===== src/sv/isr_pkg.sv =====
// Shared types and constants for the interrupt subscription router.
// No dependencies; every other file of the block imports this package.
`default_nettype none

package isr_pkg;

  // Default sizes of the subscription table and its stored fields.
  localparam int unsigned EntriesDef     = 16;
  localparam int unsigned ChannelBitsDef = 16;
  localparam int unsigned IrqBitsDef     = 10;

  // Fixed widths of the transaction fields.
  localparam int unsigned ReqW     = 2;
  localparam int unsigned IrqW     = 10;
  localparam int unsigned ChanW    = 16;
  localparam int unsigned HandleW  = 32;
  localparam int unsigned CountW   = 5;
  localparam int unsigned SeqW     = 64;

  // A handle holds the low generation bits above an 8-bit slot tag.
  localparam int unsigned GenBits = 24;
  localparam int unsigned TagBits = 8;

  localparam logic [HandleW-1:0] GenReset = HandleW'(1);
  localparam logic [CountW-1:0]  CountMax = '1;

  typedef enum logic [ReqW-1:0] {
    REQ_SUB   = 2'd0,
    REQ_UNSUB = 2'd1,
    REQ_PUB   = 2'd2,
    REQ_COUNT = 2'd3
  } req_e;

  // Request as it travels down the row of table cells.
  typedef struct packed {
    logic               valid;
    req_e               req;
    logic [IrqW-1:0]    irq;
    logic [ChanW-1:0]   chan;
    logic               ok;
    logic [HandleW-1:0] handle;
    logic               done;
    logic [CountW-1:0]  count;
    logic [HandleW-1:0] new_handle;
    logic               pend_valid;
    logic [ChanW-1:0]   pend_chan;
    logic [SeqW-1:0]    pend_seq;
  } pkt_t;

  // Delivery pushed out by a cell when a newer match replaces the held one.
  typedef struct packed {
    logic             valid;
    logic [ChanW-1:0] chan;
    logic [IrqW-1:0]  irq;
    logic [SeqW-1:0]  seq;
  } emit_t;

  typedef struct packed {
    logic               status;
    logic [HandleW-1:0] new_handle;
    logic [CountW-1:0]  match_count;
    logic [ChanW-1:0]   dest_channel;
    logic [IrqW-1:0]    event_irq;
    logic [SeqW-1:0]    event_sequence;
    logic               last;
  } rsp_t;

endpackage

`default_nettype wire


===== src/sv/isr_cell.sv =====
// One slot of the subscription table plus the request register in front of it.
// Depends on isr_pkg for the request and delivery types.
`default_nettype none

module isr_cell #(
  parameter int unsigned CHANNEL_BITS = isr_pkg::ChannelBitsDef,
  parameter int unsigned IRQ_BITS     = isr_pkg::IrqBitsDef,
  parameter int unsigned INDEX        = 0
) (
  input  wire logic                         clk_i,
  input  wire logic                         rst_ni,
  input  wire logic                         advance_i,
  input  wire logic [isr_pkg::GenBits-1:0]  gen_i,
  input  wire isr_pkg::pkt_t                pkt_i,
  output isr_pkg::pkt_t                     pkt_o,
  output isr_pkg::emit_t                    emit_o
);
  import isr_pkg::*;

  localparam logic [TagBits-1:0] SlotTag = TagBits'(INDEX + 1);

  pkt_t                    pkt_q;
  logic [HandleW-1:0]      handle_q, handle_d;
  logic [IRQ_BITS-1:0]     irq_q, irq_d;
  logic [CHANNEL_BITS-1:0] chan_q, chan_d;
  logic [SeqW-1:0]         seq_q, seq_d;
  logic                    live;
  logic                    irq_hit;
  logic [SeqW-1:0]         seq_inc;

  assign live    = (handle_q != '0);
  assign irq_hit = live && (irq_q == IRQ_BITS'(pkt_q.irq));
  assign seq_inc = seq_q + SeqW'(1);

  always_comb begin
    pkt_o    = pkt_q;
    emit_o   = '0;
    handle_d = handle_q;
    irq_d    = irq_q;
    chan_d   = chan_q;
    seq_d    = seq_q;
    if (pkt_q.valid) begin
      unique case (pkt_q.req)
        REQ_SUB: begin
          if (pkt_q.ok && !pkt_q.done && !live) begin
            handle_d         = {gen_i, SlotTag};
            irq_d            = IRQ_BITS'(pkt_q.irq);
            chan_d           = CHANNEL_BITS'(pkt_q.chan);
            seq_d            = '0;
            pkt_o.done       = 1'b1;
            pkt_o.new_handle = {gen_i, SlotTag};
          end
        end
        REQ_UNSUB: begin
          if (!pkt_q.done && (pkt_q.handle != '0) && (handle_q == pkt_q.handle)) begin
            handle_d   = '0;
            irq_d      = '0;
            chan_d     = '0;
            seq_d      = '0;
            pkt_o.done = 1'b1;
          end
        end
        REQ_PUB: begin
          if (irq_hit) begin
            seq_d = seq_inc;
            // The held delivery is not the last one, so it leaves now.
            if (pkt_q.pend_valid) begin
              emit_o.valid = 1'b1;
              emit_o.chan  = pkt_q.pend_chan;
              emit_o.irq   = pkt_q.irq;
              emit_o.seq   = pkt_q.pend_seq;
            end
            pkt_o.pend_valid = 1'b1;
            pkt_o.pend_chan  = ChanW'(chan_q);
            pkt_o.pend_seq   = seq_inc;
          end
        end
        REQ_COUNT: begin
          if (irq_hit && (pkt_q.count != CountMax)) begin
            pkt_o.count = pkt_q.count + CountW'(1);
          end
        end
        default: ;
      endcase
    end
  end

  always_ff @(posedge clk_i or negedge rst_ni) begin
    if (!rst_ni) begin
      pkt_q    <= '0;
      handle_q <= '0;
      irq_q    <= '0;
      chan_q   <= '0;
      seq_q    <= '0;
    end else if (advance_i) begin
      pkt_q    <= pkt_i;
      handle_q <= handle_d;
      irq_q    <= irq_d;
      chan_q   <= chan_d;
      seq_q    <= seq_d;
    end
  end

endmodule

`default_nettype wire


===== config.mk =====
export PLATFORM = sky130hd
export DESIGN_NAME = isr_cell
export DESIGN_NICKNAME = d
export VERILOG_FILES = /design/src/sv/isr_pkg.sv /design/src/sv/isr_cell.sv
export SDC_FILE = /design/constraint.sdc
export NUM_CORES = 1
export LEC_CHECK = 0
export BUFFER_PORTS_ARGS = -buffer_cell sky130_fd_sc_hd__buf_4
export CORE_MARGIN = 8
export CORE_UTILIZATION = 47
export DETAILED_ROUTE_END_ITERATION = 10
export GPL_ROUTABILITY_DRIVEN = 0
export PLACE_DENSITY = 0.77
export SYNTH_ARGS = -nofsm -noshare
export SYNTH_HDL_FRONTEND = slang
export SYNTH_SLANG_ARGS = --single-unit

===== constraint.sdc =====
create_clock -name clk_i -period 2.5 [get_ports clk_i]
set_input_delay 0.25 -clock clk_i [delete_from_list [all_inputs] [get_ports clk_i]]
set_output_delay 0.25 -clock clk_i [all_outputs]
set_load 0.1 [all_outputs]

; Word level (Yosys, flattened, before mapping)
; Cells that the tools add are included.
[totals]
regBits = 303
output_inout_bits = 272
word_cells = 69
[classes]
add_sub_neg = 2
n_eq_ne = 9
mux = 27
n_reduce_logical = 15
[op_table]
columns = operator, count
row1 = two-way mux 91 bit, 4
row2 = two-way mux 64 bit, 3
row3 = one-hot mux 64 bit (3 select lines), 1
row4 = two-way mux 81 bit, 2
row5 = two-way mux 32 bit, 4
row6 = two-way mux 119 bit, 1
row7 = adder 64 x 1 -> 64 bit (second input constant), 1
row8 = one-hot mux 32 bit (2 select lines), 1
row9 = nonzero test 32 bit, 2
row10 = == test 32 bit, 1
row11 = two-way mux 16 bit, 2
row12 = one-hot mux 16 bit (2 select lines), 1
row13 = two-way mux 10 bit, 2
row14 = one-hot mux 10 bit (2 select lines), 1
row15 = == test 10 bit, 1
row16 = two-way mux 5 bit, 2
row17 = logical AND 1 bit, 6
row18 = inequality test 2 bit (second input constant), 3
row19 = AND reduction 6 bit, 1
row20 = adder 5 x 1 -> 5 bit (second input constant), 1
row21 = inequality test 5 bit (second input constant), 1
row22 = AND reduction 5 bit, 1
row23 = == test 2 bit (second input constant), 2
row24 = nonzero test 3 bit, 1
row25 = 6 further kinds, 8

; Depth between registers and ports, before layout
; Gate-level depths: netlist of the first run.
[depth]
ltp_word = 6
mapped_depth = 10

; Worst setup path before layout of the first run
; OpenSTA, ideal clock, no wires.
[synth_path]
path_type = register to output
from = register pkt_q[118] in the netlist's numbering
to = output port pkt_o[118] in the netlist's numbering
t_arrival_ps = 3849
path_slack_ps = -1599
path_stages_with_launch = 6
path_buffers = 0
path_cell_list = dfrtp_1 or4_1 nor4_1 o211ai_1 or3_4 o21ai_0
[synth_lines]
columns = element, line
row1 = start: declaration, isr_cell.sv:22  ; pkt_t pkt_q;
row2 = start signal: assignment, isr_cell.sv:96  ; pkt_q <= pkt_i;
row3 = end: declaration, isr_cell.sv:15  ; output isr_pkg::pkt_t pkt_o,

; Worst setup path after layout of the first run
[layout_path]
from = register handle_q[19]
to = register handle_q[12]
[layout_via]
elab_chain_cells = 5
elab_cells_between_ends = 8
[layout_lines]
columns = element, line
row1 = start: declaration, isr_cell.sv:23  ; logic [HandleW-1:0] handle_q, handle_d;
row2 = start signal: assignment, isr_cell.sv:97  ; handle_q <= handle_d;
row3 = nonzero test 32 bit, isr_cell.sv:31  ; assign live = (handle_q != '0);
row4 = logical NOT 1 bit, isr_cell.sv:45  ; if (pkt_q.ok && !pkt_q.done && !live) begin
row5 = logical AND 1 bit, isr_cell.sv:45
row6 = inequality test 2 bit (no source line), n/a
row7 = AND reduction 5 bit (no source line) *, n/a
; Mark *: on every way between the ends. The rest lies on a longest branch, timed or not.
; A chain may end at the register's enable or synchronous reset.

==> results of run 1 <==
==> cell usage after synthesis, drive strengths merged (32+ instances only) <==
library cell / count
a21oi: 108
a22o: 51
and3: 103
buf: 87
clkbuf: 78
dfrtp: 296
mux2: 224
nand2: 43
nand3: 36
nand4: 37
nor2: 109
nor4: 36
o21ai: 37
or3: 32
xnor2: 61
xor2: 49
==> sequential cells by signal, summed over array words and instances, names as in the netlist <==
signal	flops
handle_q	25
chan_q	16
irq_q	10
seq_q	64
pkt_q	119
pkt_o	62
==> stage by stage <==
| stage | power, uW | util [%] |
|---|---|---|
| 3_3_place_gp | 10700 | 66.6 |
| 3_5_place_dp | 10700 | 66.6 |
| 4_1_cts | 16700 | 82.3 |
| 6_report | 18100 | 89.0 |
| 2_1_floorplan | 9250 | - |
| 5_1_grt | 18300 | 89.0 |
==> power breakdown <==
group	internal, uW	leakage, uW	switching [uW]	total [uW]
Sequential	5240	0.00371	671	5910
Clock	2960	0.000542	2390	5350
Combinational	2540	0.00876	4330	6880
Total	10700	0.0130	7390	18100
==> worst max-delay path: stages (launching register included) <==
cell and delay, ns:
dfrtp_1 0.42, buf_4 0.17, xor2_1 0.25, nor4_1 1.69, nand2_1 0.53, or3_4 0.55, buf_6 0.13, buf_6 0.10
buf_6 0.11, buf_8 0.13, buf_12 0.13, a21o_4 0.24, a22o_1 0.36
==> repair_timing <==
action	in CTS	in global routing
endpoints found under the setup margin	308	325
pin swaps	11	76
endpoints found under the hold margin	255	0
setup buffers	10	39
resized for setup	465	355
hold buffers	206	0
gates cloned	4	22
==> cells by family after synthesis <==
| logic type | count (synthesis) |
|---|---|
| xor+xnor | 110 |
| compound gates | 231 |
| flops | 296 |
| mux | 225 |
| fa+ha+maj | 3 |
| simple gates | 451 |
| buf+inv | 178 |
==> worst max path at each step <==
stage	slack, ns	endpoint	cells after the start
after global routing	-2.36	handle_q[12]$_DFFE_PN0P_	12
after CTS	-0.66	pkt_o[62]	9
after floorplan	-0.30	pkt_o[54]	9
after detailed placement	-0.24	pkt_o[26]	9
final	-2.51	handle_q[12]$_DFFE_PN0P_	12
after global placement	-0.21	pkt_o[44]	9
==> cell type report <==
cell class / instances / area [um2] / area share (%)
Timing Repair Buffer: 978 / 11100 / 37.3
Multi-Input combinational cell: 1027 / 9470 / 31.9
Sequential cell: 296 / 7410 / 24.9
Clock buffer: 52 / 1030 / 3.47
Tap cell: 448 / 561 / 1.89
Clock inverter: 7 / 87.6 / 0.295
Inverter: 13 / 48.8 / 0.164
Antenna cell: 10 / 25.0 / 0.0842
==> cells in the final DEF, fill, tap and decap left out, types with 32 or more instances in the layout <==
master / instances
xor2_1: 45
clkbuf_16: 45
mux2_4: 42
buf_4: 476
mux2_2: 182
a21oi_1: 38
nand4_1: 37
a22o_1: 51
a21oi_4: 62
and3_4: 38
nor2_1: 64
nand2_1: 40
and3_2: 53
xnor2_1: 51
buf_8: 42
o21ai_0: 33
dfrtp_1: 295
buf_6: 45
buf_12: 189
nand3_1: 32
dlygate4sd3_1: 206
==> layer usage <==
metal  vias to the layer above  part of all wire, %  track usage (%)
met4                        20                  9.8             21.1
met3                       784                   13             9.43
met1                      8961                   31             41.4
met5                         -                 0.17                0
met2                      1918                   46             65.3
li1                       7067                    -                -
==> results.yml, run 1 <==
global_routing:
  gr-total-overflow: 0
  grt_max_degree: 129
  antenna_found_initial: 16
  gr-usage-all-layers_pct: 37.5
  grt_pass1_vias: 18300
  grt_pass1_wl_um: 114000
die:
  start_util_pct: 47.5
  dieArea_um2: 39900
  core_area_um2: 33400
  dieHeight_um: 200
  die_x_um: 200
  rows: 67
  pin_count: 480
pwr:
  power_density_nw_per_um2: 611
  ir_drop_uv: 597
  leakagePower_uw: 0.0130
flow_run:
  drv_cap: 1
cts:
  cts_made_buffers: 35
  cts_tree: "built"
  clk_latency_ns: 0.57
  cts-root-buf: "clkbuf_16"
  cts_sinks: 296
  htreeDepth: 2
  max-clock-path-buffers: 3
  cts.clk_slew.worst_paths_ns: 0.07
setup_path:
  path_max_fanout: 7
  cp.arrival_ns: 5.39
  r2r_slack_ns: -2.51
  crit_required_ns: 2.88
  r2r-start: "handle_q[19]$_DFFE_PN0P_"
  cp-start-kind: "flip-flop"
  cp-end-kind: "flip-flop"
  r2r-end: "handle_q[12]$_DFFE_PN0P_"
  reg2regPathDepth: 12
  path_class: "flip-flop to flip-flop"
  crit_start: "handle_q[19]$_DFFE_PN0P_"
placed_design:
  place_ws_ns: -0.241
  postPlaceCellArea_um2: 22200
  place_hpwl_um: 42800
  placed_cells: 2486
  io_buffers: 479
sta:
  finalSetupTns_ns: -555.17
  fin_skew_ns: 0.0574
  relSlewSlack_pct: -37.9
  tightest_slew_ns: 2.05
  rsz0062_at_grt: "yes"
  setup_viol: 325
  fmax_ghz: 0.200
  fin_hold_ws_ns: 0.315
  layout_min_cycle_time_ns: 5.01
  min_period_over_period_pct: 200
  final_max_slew_viol_count: 2
  layout_setup_ws_ns: -2.51
  final_hold_viol_count: 0
detailed_routing:
  via_count: 18800
  wire_per_inst_um: 34.3
  drc: 0
  drt_iter0_markers: 2486
  final_antenna_net_count: 0
  first_pass_iters: 7
  wirelength_um: 97100
  vias_per_cell: 6.62
synth:
  synth_cell_type_count: 56
  ys_seq_area_share_pct: 46.7
  synth_edf_count: 0
  async_flop_share_pct: 100
  synthCells: 1494
  synth_top_cell_by_area: "dfrtp_1"
  synth-warning-count: 0
  synthMuxAreaShare_pct: 16.0
  syn_nets: 1705
  yosys.area.top_type_share_pct: 46.7
  synth-xor-area-share_pct: 6.08
  synth_top_family_by_area: "multiplexers"
  ys_ff_latch: 296
  synthSimpleGateAreaFrac_pct: 15.5
  synth_area_um2: 15900
  syn_avg_cell_area_um2: 10.6
  ys.flop_type: "dfrtp_1"
  ys_top_cells_by_area: "dfrtp_1 47%, mux2_2 16%, and3_1 4.1%"
  synthAdderAreaFrac_pct: 0.237
  synth-compound-area-share_pct: 9.35
cells_and_area:
  drive_gt1_share_pct: 56.7
  fillers: 1258
  fin_cells: 2831
  area_growth_pct: 87.3
  nNetsFinal: 2562
  stdcell_area_um2: 29700
hold_path:
  hold_path_class: "input pin to asynchronous set/reset pin"
run_status:
  status: "complete, but fails checks"
  violations: "capacitance limit, slew limit, setup timing"
Power figures use the tool's default switching activity.
==> inputs of run 2 (changes only) <==
--- a/config.mk
+++ b/config.mk
@@ -6,11 +6,13 @@
 export NUM_CORES = 1
 export LEC_CHECK = 0
 export BUFFER_PORTS_ARGS = -buffer_cell sky130_fd_sc_hd__buf_4
+export CELL_PAD_IN_SITES_DETAIL_PLACEMENT = 0
+export CELL_PAD_IN_SITES_GLOBAL_PLACEMENT = 1
 export CORE_MARGIN = 8
-export CORE_UTILIZATION = 47
+export CORE_UTILIZATION = 36
 export DETAILED_ROUTE_END_ITERATION = 10
 export GPL_ROUTABILITY_DRIVEN = 0
-export PLACE_DENSITY = 0.77
+export PLACE_DENSITY_LB_ADDON = 0.1
 export SYNTH_ARGS = -nofsm -noshare
 export SYNTH_HDL_FRONTEND = slang
 export SYNTH_SLANG_ARGS = --single-unit
==> run 2 against run 1 <==
  * The flow finishes with violations (setup timing)
  * Core utilization fell by 21 points
  * Final cell count rose by 5.0%
  * Critical path depth shrank 3
  * Largest cell class unchanged
  * Highest routed layer is now met4
==> results.yml, run 2 (synthesis gave the netlist of run 1 again) <==
setup_path:
  path_max_fanout: 9
  path_class: "flip-flop to output port"
  cp.arrival_ns: 2.98
  crit_required_ns: 2.25
  cp-start-kind: "flip-flop"
  cp-end-kind: "output port"
sta:
  setup_viol: 302
  rsz0062_at_grt: "yes"
  final_max_slew_viol_count: 0
  tightest_slew_ns: 1.18
  fmax_ghz: 0.309
  fin_skew_ns: 0.0278
  layout_setup_ws_ns: -0.733
  layout_min_cycle_time_ns: 3.23
  min_period_over_period_pct: 129
  relSlewSlack_pct: 21.7
  final_hold_viol_count: 0
die:
  dieHeight_um: 226
  rows: 77
  core_area_um2: 43800
  dieArea_um2: 51000
  die_x_um: 226
  start_util_pct: 36.2
  pin_count: 480
global_routing:
  grt_pass1_wl_um: 96400
  antenna_found_initial: 4
  grtUsageMet1_pct: 28.6
  grt_max_degree: 108
  gr-usage-met3_pct: 5.51
  grt_busiest_layer: "met2"
  gr-total-overflow: 0
  met2_usage_pct: 42.2
  grt_pass1_vias: 16200
  gr-usage-all-layers_pct: 24.2
detailed_routing:
  vias_per_cell: 5.17
  wirelength_um: 68300
  drt_iter0_markers: 859
  first_pass_iters: 5
  via_count: 15400
  final_antenna_net_count: 0
  drc: 0
  wire_per_inst_um: 23.0
cells_and_area:
  final_common_cell: "buf_4"
  nNetsFinal: 2563
  drive_gt1_share_pct: 55.9
  regMostFlops: "pkt_q"
  area_growth_pct: 87.3
  largest_reg_flops: 119
  final_cell_mix: "485 x buf_4, 295 x dfrtp_1, 206 x dlygate4sd3_1, 182 x mux2_2, 181 x buf_12"
  final_core_util_pct: 67.8
cts:
  max-clock-path-buffers: 3
  clk_latency_ns: 0.57
  cts.clk_slew.worst_paths_ns: 0.06
  cts_tree: "built"
  cts_sinks: 296
  cts-root-buf: "clkbuf_16"
  htreeDepth: 2
  cts_made_buffers: 38
run_status:
  violations: "setup timing"
  status: "complete, but fails checks"
hold_path:
  hold_path_class: "input pin to asynchronous set/reset pin"
pwr:
  power_density_nw_per_um2: 578
  leakagePower_uw: 0.0130
  power_uw: 17200
  ir_drop_uv: 586
placed_design:
  place_hpwl_um: 44700
  io_buffers: 479
flow_run:
  drv_cap: 0
run 2: cell types whose count changed in the layout (fill, tap and decap cells not counted), moves of 6 or more:
| cell | change |
|---|---|
| nor2b_2 | -7 |
| clkbuf_16 | +14 |
| a21oi_1 | +8 |
| nor2b_4 | +7 |
| a21oi_2 | -8 |
| buf_4 | +9 |
| buf_6 | +23 |
| nor2_1 | -11 |
| buf_8 | -30 |
| buf_12 | -8 |
| a21o_4 | -6 |
| nor2_4 | +13 |
run 2: final timing paths:
| check | start | endpoint | slack, ns | cells past startpoint |
|---|---|---|---|---|
| worst max-delay path | handle_q[31]$_DFFE_PN0P_ | emit_o[40] | -0.73 | 9 |
| worst min-delay path | rst_ni | pkt_q[103]$_DFFE_PN0P_ | 0.23 | 2 |
| worst max register to register | pkt_o[126]$_DFFE_PN0P_ | seq_q[36]$_DFFE_PN0P_ | -0.27 | 10 |
| max in group asynchronous | rst_ni | pkt_q[33]$_DFFE_PN0P_ | 1.47 | 3 |
| worst min register to register | chan_q[6]$_DFFE_PN0P_ | chan_q[6]$_DFFE_PN0P_ | 0.50 | 1 |
| min in group clk_i | advance_i | pkt_q[0]$_DFFE_PN0P_ | 0.31 | 4 |
run 2: what timing repair did:
action,CTS,global route
hold buffers,206,0
pin swaps,5,29
setup buffers,9,25
gates cloned,3,30
setup endpoints to repair,323,324
resized for setup,462,290
hold endpoints to repair,259,0
run 2: area by class of cell:
cell class,instances,area (um2)
antenna,5,12.5
clock buffer,55,1070
clock inverter,9,80.1
fill,3136,14100
inverter,13,48.8
multi-input combinational,1023,9370
sequential,296,7410
tap,592,741
timing repair buffer,980,11000
run 2: layer usage:
| layer | wire (um) | vias to the layer above |
|---|---|---|
| met5 | 0 | - |
| met4 | 2310 | 0 |
| met3 | 3780 | 126 |
| li1 | - | 7082 |
| met1 | 26800 | 7707 |
| met2 | 35400 | 462 |
run 2: stage by stage:
step / hold WS (ns) / instance area [um2] / worst slack [ns] / TNS [ns] / cells
finish: 0.234 / 29700 / -0.733 / -155.87 / 2973
global route: 0.272 / 29700 / -0.824 / -185.53 / 2971
CTS: 0.239 / 27700 / -0.809 / -158.42 / 2919
detailed placement: 0.244 / 22500 / -0.369 / -63.35 / 2639
global placement: 0.246 / 22500 / -0.329 / -54.14 / 2639
floorplan: -0.0456 / 17100 / -0.296 / -17.42 / 1494
run 2: worst max-delay path: stages, from the launching register on:
cell and delay [ns]:
dfrtp_1 0.41, nor4_4 0.32, nand4_1 0.18, or3_4 0.39
buf_6 0.14, and3_4 0.23, buf_12 0.18, clkbuf_16 0.19
and3_4 0.19, buf_12 0.16
run 2: power breakdown:
part | internal [uW] | switching (uW)
logic | 2520 | 3740
registers | 5240 | 443
clock network | 2990 | 2240
